===== src/rtl/pcrr_pkg.sv =====
// Shared constants and types for the palette color range remap block.
package pcrr_pkg;

	localparam int PALETTE_ENTRIES = 256;
	localparam int ADDR_W = $clog2(PALETTE_ENTRIES);
	localparam int CNT_W = $clog2(PALETTE_ENTRIES + 1);

	localparam int IDX_W = 8;
	localparam int CHAN_W = 8;
	localparam int COLOR_W = 24;
	localparam int LIGHT_W = 17;
	localparam int SCALE_W = 24;
	localparam int DIST_W = 18;
	localparam int SQ_W = 2 * CHAN_W;
	localparam int FRAC_W = 16;

	localparam int IN_DATA_W = 104;
	localparam int OUT_DATA_W = 32;
	localparam int CFG_DATA_W = 24;
	localparam int CFG_IDX_W = 1;

	localparam logic [LIGHT_W-1:0] T_ONE = LIGHT_W'(65536);

	localparam logic [CFG_IDX_W-1:0] CFG_LIGHT_FLOOR = 1'b0;
	localparam logic [CFG_IDX_W-1:0] CFG_LIGHT_SCALE = 1'b1;

	localparam logic CMD_LOAD = 1'b0;
	localparam logic CMD_QUERY = 1'b1;

	typedef struct packed {
		logic vld;
		logic [IDX_W-1:0] idx;
	} scan_tag_t;

endpackage


===== src/rtl/pcrr_dist.sv =====
// Squared RGB distance unit shared by every palette entry of a scan.
module pcrr_dist (
	input logic clk,
	input logic arst_n,
	input logic [pcrr_pkg::COLOR_W-1:0] target,
	input logic [pcrr_pkg::COLOR_W-1:0] color,
	input pcrr_pkg::scan_tag_t tag_in,
	output pcrr_pkg::scan_tag_t tag_out,
	output logic [pcrr_pkg::DIST_W-1:0] sq_dist
);
	import pcrr_pkg::*;

	function automatic logic [CHAN_W-1:0] abs_diff(input logic [CHAN_W-1:0] a,
			input logic [CHAN_W-1:0] b);
		return (a >= b) ? a - b : b - a;
	endfunction

	logic [CHAN_W-1:0] dr, dg, db;
	logic [SQ_W-1:0] r_sq_s2, g_sq_s2, b_sq_s2;
	scan_tag_t tag_s2;

	assign dr = abs_diff(target[23:16], color[23:16]);
	assign dg = abs_diff(target[15:8], color[15:8]);
	assign db = abs_diff(target[7:0], color[7:0]);

	always_ff @(posedge clk) begin
		r_sq_s2 <= dr * dr;
		g_sq_s2 <= dg * dg;
		b_sq_s2 <= db * db;
	end

	always_ff @(posedge clk or negedge arst_n) begin
		if (!arst_n) begin
			tag_s2 <= '0;
		end else begin
			tag_s2 <= tag_in;
		end
	end

	assign tag_out = tag_s2;
	assign sq_dist = DIST_W'(r_sq_s2) + DIST_W'(g_sq_s2) + DIST_W'(b_sq_s2);

endmodule


===== config.mk =====
export PLATFORM = sky130hd
export DESIGN_NAME = pcrr_dist
export DESIGN_NICKNAME = d
export VERILOG_FILES = /design/src/rtl/pcrr_pkg.sv /design/src/rtl/pcrr_dist.sv
export SDC_FILE = /design/constraint.sdc
export NUM_CORES = 1
export LEC_CHECK = 0
export BUFFER_PORTS_ARGS = -buffer_cell sky130_fd_sc_hd__buf_4
export CAP_MARGIN = 20
export CORE_MARGIN = 5
export CORE_UTILIZATION = 32
export CTS_BUF_LIST = sky130_fd_sc_hd__clkbuf_16
export DETAILED_ROUTE_END_ITERATION = 7
export HOLD_SLACK_MARGIN = 0.06
export MAX_ROUTING_LAYER = met4
export SKIP_CTS_REPAIR_TIMING = 1
export SKIP_LAST_GASP = 1
export SLEW_MARGIN = 0
export SYNTH_ARGS = -nofsm -noshare
export SYNTH_HDL_FRONTEND = slang
export SYNTH_SLANG_ARGS = --single-unit

===== constraint.sdc =====
create_clock -name clk -period 8.2 [get_ports clk]
set_input_delay 0.82 -clock clk [delete_from_list [all_inputs] [get_ports clk]]
set_output_delay 0.82 -clock clk [all_outputs]
set_load 0.05 [all_outputs]

Word-level counts from Yosys, hierarchy flattened
Cells that the tools add are included.
{ "totals": {"output_inout_bits": 27, "word_cells": 22, "register_bits": 57, "inputBits": 59} }
{ "op_classes": {"mul": 3, "n_lt_le_gt_ge": 3, "addsub": 8, "muxes": 3} }
{ "ops": {"columns": ["operator", "count"], "rows": [
  ["$mul 8x8->16", 3],
  ["$sub 8x8->8", 6],
  ["$ge 8x8->1", 3],
  ["$mux 8", 3],
  ["$add 18x16->18", 1],
  ["$add 16x16->17", 1]
]} }

Depth between registers and ports, before layout
Gate-level depths: netlist (run 1).
{ "depth": {"word_depth": 3, "ltp_mapped": 28} }

Worst setup path after synthesis (run 1)
No wires, ideal clock.
{ "synth_timing": {"path_type": "input to register", "start": "input port target[8] in the netlist's numbering", "end": "register g_sq_s2[12]", "t_arrival_ns": 6.470, "slack_ns": 1.658, "cell_stages": 22, "path_buffers": 0, "setup_ns": 0.072, "cell_sequence": "inv_1 > ha_1 > inv_1 > fa_1 > a21o_1 > a211oi_2 > o221a_2 > a211o_1 > o2111ai_1 > or2_2 > fa_1 > inv_1 > fa_1 > fa_1 > inv_1 > fa_1 > inv_1 > ha_1 > a2111oi_0 > o31ai_1 > a21oi_1 > xnor2_1"} }
{ "synth_via": {"elab_chain_len": 3, "elab_cells_between_ends": 5, "classes_between": "2 x add/sub; 1 x mul; 1 x order compare; 1 x mux"} }
{ "synth_lines": {"columns": ["item", "line_no", "text"], "rows": [
  ["from (decl)", "pcrr_dist.sv:5", "input logic [pcrr_pkg::COLOR_W-1:0] target,"],
  ["$sub 8x8->8 / $ge 8x8->1 (equally long branches)", "pcrr_dist.sv:15", "return (a >= b) ? a - b : b - a;"],
  ["$mux 8 *", "pcrr_dist.sv:15", null],
  ["$mul 8x8->16 *", "pcrr_dist.sv:28", "g_sq_s2 <= dg * dg;"],
  ["to (signal assigned)", "pcrr_dist.sv:28", null],
  ["to (decl)", "pcrr_dist.sv:19", "logic [SQ_W-1:0] r_sq_s2, g_sq_s2, b_sq_s2;"]
]} }
Mark *: on every way between the ends. The rest lies on a longest branch, timed or not.

Worst setup path in the final report (run 1)
{ "layout_timing": {"start": "input port target[16] in the netlist's numbering", "end": "register r_sq_s2[13]"} }
{ "layout_via": {"elab_chain_len": 3, "elab_cells_between_ends": 5, "classes_between": "2 x add/sub; 1 x mul; 1 x order compare; 1 x mux"} }
{ "layout_lines": {"columns": ["item", "line_no", "text"], "rows": [
  ["$sub 8x8->8 / $ge 8x8->1 (equally long branches)", "pcrr_dist.sv:15", null],
  ["$mux 8 *", "pcrr_dist.sv:15", null],
  ["$mul 8x8->16 *", "pcrr_dist.sv:27", "r_sq_s2 <= dr * dr;"],
  ["to (signal assigned)", "pcrr_dist.sv:27", null],
  ["to (decl)", "pcrr_dist.sv:19", null]
]} }
Marks and branches as above.

==> results.md, run 1 <==
* Core area at 27900 sq um
* Most common cell after layout, fill and taps aside: inv_1
* Pre-Repair DR Iteration Count at 4
* Root buffer cell: clkbuf_16
* Die Span Y at 179 microns
* CTS tree: done
* Cell family with the largest share of critical-path delay: adder cells
* Detail Placement HPWL at 15300 microns
* WP buf/inv at 5
* CP Max Fanout at 11
* Setup TNS at 0 ns
* Core Rows at 61
* H-tree levels at 2
* Nets at 1412
* Area added between synthesis and finish at 13.3%
* Share of cells above drive strength 1 at 12.9%
* CP Capture Type: register
* Iteration-0 DRC Markers at 232
* Relative slew slack at 31.7%
* Outcome: completed
* Worst-Margin Slew at 0.998 ns
* DRC viols at 0
* Post-route ant nets at 0
* CP arrival at 7.15 ns
* Commonest non-fill, non-tap cells in the layout: 214 x inv_1, 149 x ha_1, 104 x nor2_1, 97 x fa_1, 88 x buf_4
* Synth Cell Area at 9120 sq um
* Grt total ovfl at 0
* Final core occ at 37.0%
* Fin crit period at 6.94 ns
* Synth Instances at 1026
* Avg Inst Size Synth at 8.89 sq um
* Detailed Route WL at 17300 microns
* Hold Vio Cnt, Final at 0
* Vias in the first global route at 6954
* Die Wd at 179 microns
* Clock Sink Count at 54
* Final Setup Violations at 0
* Fill cells at 2886
* Area leader, netlist: fa_1
* Yosys cell types at 69
* Critical Path Start Type: primary input
* Area of the die at 32000 sq um
* Async set or reset register ratio after synthesis at 16.7%
* Seq/Total Area, Yosys at 12.3%
* Via/cell ratio at 4.62
* Synth Flop Type: dfxtp_1
* First-pass GRT wire length at 31000 microns
* CP max stage delay at 0.67 ns
* Yosys Warn Count at 0
* Setup CP Type: primary input to register
* Initial Util at 32.7%
* Largest net degree at the start of global routing at 16
* Hold Path Class: primary input to asynchronous set/reset pin
* Initial antenna violation count at 0
* Largest cells by area after synthesis: fa_1 21%, ha_1 20%, dfxtp_1 9.9%
* Post-synthesis register bit count at 54
* Fmax achieved at 144 MHz
* Vias at 6858
* Mean routed wirelength per cell at 11.7 microns
* Clk buf depth at 2
* GRT Util Overall at 11.7%
* Pins Over Slew Limit at 0
* GP Congestion at 0.874
* Top-area cell type share of the netlist area at 21.3%
* Period utilization at 84.6%
* Clock slew at the register clock pins of the worst setup and hold paths at 0.06 ns
* Num ports at 86
* Ant diodes at 0
* Slowest cell on crit path: xor2_1
* Post-synth EDFFs at 0
* Total of max-cap violations at 0
* RSZ-0062 raised after global routing: no
* Port Buffers at 85
* Total CTS buffers at 5
* Worst EP required at 8.42 ns
==> final cells by class <==
type	count	area [sq um]	share of cell area, %
multi-input combinational	744	7100	68.7
tap	378	473	4.58
clock inverter	3	37.5	0.363
sequential	54	1130	10.9
clock buffer	5	125	1.21
inverter	213	800	7.74
timing repair buffer	89	673	6.51
==> metal layers <==
layer	up-vias	track usage (%)	wire length [microns]
li1	3477	-	-
met2	96	20.3	8430
met3	9	1.29	727
met4	0	1.25	95
met1	3276	15.3	8070
met5	-	-	0
==> synthesized netlist by cell type (all sizes together) (2+ instances only) <==
cell type	count
buf	12
nand4	7
a21oi	57
and3	4
a21o	31
o221a	2
o31a	2
o21bai	15
a211o	2
and2	2
nor2b	9
mux2i	21
nor3b	2
nand3	5
ha	149
or3	2
fa	97
o21a	4
nor3	13
xor2	19
nor2	107
dfxtp	45
a31oi	2
xnor2	54
mux2	2
and3b	2
nand2b	11
and4	2
clkbuf	5
or2	14
dfrtp	9
o211ai	6
o21ai	25
o221ai	4
a311oi	3
a2111o	5
a2111oi	2
or4	6
nand2	29
a211oi	3
o2111ai	4
o31ai	4
inv	213
a31o	4
nand3b	5
==> path summary, 6_finish.rpt <==
check / end / slack (ns) / startpoint / cells after the start
hold / removal: tag_out[0] / 0.34 / arst_n / 1
max in group asynchronous: tag_out[6] / 7.73 / arst_n / 1
min in group clk: tag_out[0] / 0.64 / tag_in[0] / 1
setup / recovery: r_sq_s2[13] / 1.26 / target[16] / 26
==> kinds of logic (layout without fill, tap and decap cells) <==
kind of cell	after synthesis	in the layout	share of synthesized area (%)
flops	54	54	12.3
xor+xnor	73	73	7.67
compound gates	178	178	13.8
buf+inv	230	310	9.93
fa+ha+maj	246	246	41.7
simple gates	221	221	11.9
mux	23	23	2.55
other cells	1	3	0.0411
==> per-stage QoR <==
| step | cells | instance area [sq um] | setup slack, ns | hold WS (ns) |
|---|---|---|---|---|
| after floorplan | 1028 | 9130 | 1.66 | 0.524 |
| after global placement | 1477 | 10200 | 1.05 | 0.648 |
| after detailed placement | 1477 | 10200 | 0.920 | 0.645 |
| after CTS | 1485 | 10300 | 1.21 | 0.332 |
| after global routing | 1486 | 10300 | 0.710 | 0.337 |
| final | 1486 | 10300 | 1.26 | 0.339 |
==> sequential cells by signal (all words and copies together), names as in the netlist <==
signal	cells
g_sq_s2	15
tag_out	9
b_sq_s2	15
r_sq_s2	15
Power of run 1 is left out: the tool's default activity adds up to more than one toggle a clock period on the data nets, which glitch-free logic cannot reach.
==> run 2: changes to the inputs <==
==> constraint.sdc (replaced) <==
create_clock -name clk -period 5.8 [get_ports clk]
set_input_delay 0.58 -clock clk [delete_from_list [all_inputs] [get_ports clk]]
set_output_delay 0.58 -clock clk [all_outputs]
set_load 0.05 [all_outputs]
==> run 2 against run 1 <==
Effect of this change: the flow now finishes with violations (negative setup slack); critical path depth unchanged; flip-flop and latch count is the same; design area increased by 25%; cell count up 14%; wire length is 16% higher; via count rose by 12%; first-iteration DRC count is 13% higher; setup slack got worse by 1.3 ns; die area unchanged; global-route usage grew 1.3 points; sequential share of layout area down 2.2 points.
==> results.md, run 2 (synthesized netlist as in run 1, its figures left out) <==
* Period utilization at 100%
* Root buffer cell: clkbuf_16
* First-pass GRT wire length at 34100 microns (+10%)
* Die Span Y at 179 microns (unchanged)
* Nets at 1625 (+15%)
* DP Area at 12000 sq um (+18%)
* Cell family with the largest share of critical-path delay: adder cells
* GRT Util Overall at 13.1% (+1.3 points)
* GRT met2 Usage at 21.6% (+1.3 points)
* Setup CP Type: primary input to register
* Worst-Margin Slew at 1.02 ns (+0.0260 ns)
* DRC viols at 0 (unchanged)
* Initial Util at 32.7% (unchanged)
* Total of max-cap violations at 0 (unchanged)
* Area added between synthesis and finish at 41.4%
* CP Capture Type: register
* Grt total ovfl at 0 (unchanged)
* Die Wd at 179 microns (unchanged)
* Most used routing layer: met2
* WP buf/inv at 6 (+1)
* GRT met3 Usage at 1.56% (+0.27 points)
* Core area at 27900 sq um (unchanged)
* Fmax achieved at 172 MHz
* Vias in the first global route at 7682 (+10%)
* Share of cells above drive strength 1 at 36.9% (+24 points)
* Hold Path Class: primary input to asynchronous set/reset pin
* Detailed Route WL at 20100 microns (+16%)
* Iteration-0 DRC Markers at 261 (+13%)
* Detail Placement HPWL at 17500 microns (+14%)
* Core Rows at 61 (unchanged)
* Port Buffers at 85 (unchanged)
* Hold Vio Cnt, Final at 0 (unchanged)
* Initial antenna violation count at 1 (+1)
* Hold Slack at 0.0907 ns (-0.249 ns)
* Final Setup Violations at 4 (+4)
* Clock slew at the register clock pins of the worst setup and hold paths at 0.07 ns (about the same)
* Failing checks: negative setup slack
* Critical Path Source: target[0]
* Fin crit period at 5.82 ns
* Most common cell after layout, fill and taps aside: buf_4
* Total CTS buffers at 5 (unchanged)
* Worst EP required at 5.98 ns (-2.44 ns)
* Clk buf depth at 2 (unchanged)
* Largest registers: b_sq_s2: 15 flops, g_sq_s2: 15 flops, r_sq_s2: 15 flops
* Critical Path Start Type: primary input
* Pins Over Slew Limit at 0 (unchanged)
* Area of the die at 32000 sq um (unchanged)
* Pre-Repair DR Iteration Count at 5 (+1)
* Final setup margin at -0.0197 ns (-1.28 ns)
* Clock Sink Count at 54 (unchanged)
* CTS tree: done
* Commonest non-fill, non-tap cells in the layout: 283 x buf_4, 182 x inv_1, 129 x ha_1, 92 x nor2_1, 90 x fa_1
* Num ports at 86 (unchanged)
* RSZ-0062 raised after global routing: yes
* CP arrival at 6.00 ns (-1.15 ns)
* CP Max Fanout at 5 (-6)
* Met1 GRT Util at 17.8% (+2.5 points)
* Relative slew slack at 30.0% (-1.8 points)
* Slowest cell on crit path: fa_1
* H-tree levels at 2 (unchanged)
* Via/cell ratio at 4.50 (-2.5%)
* Ant diodes at 0 (unchanged)
* Crit-path most repeated cell: inv_2
* Largest net degree at the start of global routing at 18 (+2)
* Vias at 7648 (+12%)
* Outcome: finished with violations
* Fin area at 12900 sq um (+25%)
* Post-route ant nets at 0 (unchanged)
* Final core occ at 46.2% (+9.2 points)
* CP max stage delay at 0.49 ns (-0.18 ns)
* Mean routed wirelength per cell at 11.9 microns (+1.7%)
* GP Congestion at 0.853 (-2.4%)
## run 2: cell types whose count changed in the layout (fill, tap and decap cells not counted), moves of 8 or more
cell	delta
buf_6	+17
or2_4	+10
a21oi_1	-12
nor2_1	-12
mux2i_1	-12
ha_4	+18
or2_2	-9
mux2i_4	+8
buf_4	+195
inv_1	-32
inv_2	+26
ha_1	-20
nor2_2	+8
a21oi_2	+9
## run 2: final timing paths
check,cells after the start,slack (ns),end
min in group clk,1,0.39,tag_out[0]
setup / recovery,26,-0.02,b_sq_s2[13]
hold / removal,1,0.09,tag_out[6]
max in group asynchronous,1,5.58,tag_out[2]
## run 2: area by class of cell
cell class | count | area (sq um)
inverters | 213 | 820
clock inverters | 3 | 43.8
flip-flops and latches | 54 | 1130
repair buffers | 302 | 2350
multi-input cells | 744 | 7960
fillers | 2702 | 15000
well taps | 378 | 473
clock buffers | 5 | 125
## run 2: stage by stage
stage	worst slack (ns)	setup TNS [ns]	cells
after floorplan	-0.140	-0.140	1028
after CTS	-0.268	-1.16	1676
after global placement	-0.455	-4.52	1668
after detailed placement	-0.577	-6.62	1668
after global routing	-0.296	-2.04	1699
final	-0.0197	-0.0340	1699
## run 2: layer usage
layer | part of all wire (%) | vias to the layer above
met3 | 3.2 | 11
met2 | 48 | 91
met1 | 48 | 3639
met4 | 0.72 | 0
li1 | - | 3907
met5 | 0 | -
Power of run 2 is left out for the same reason.
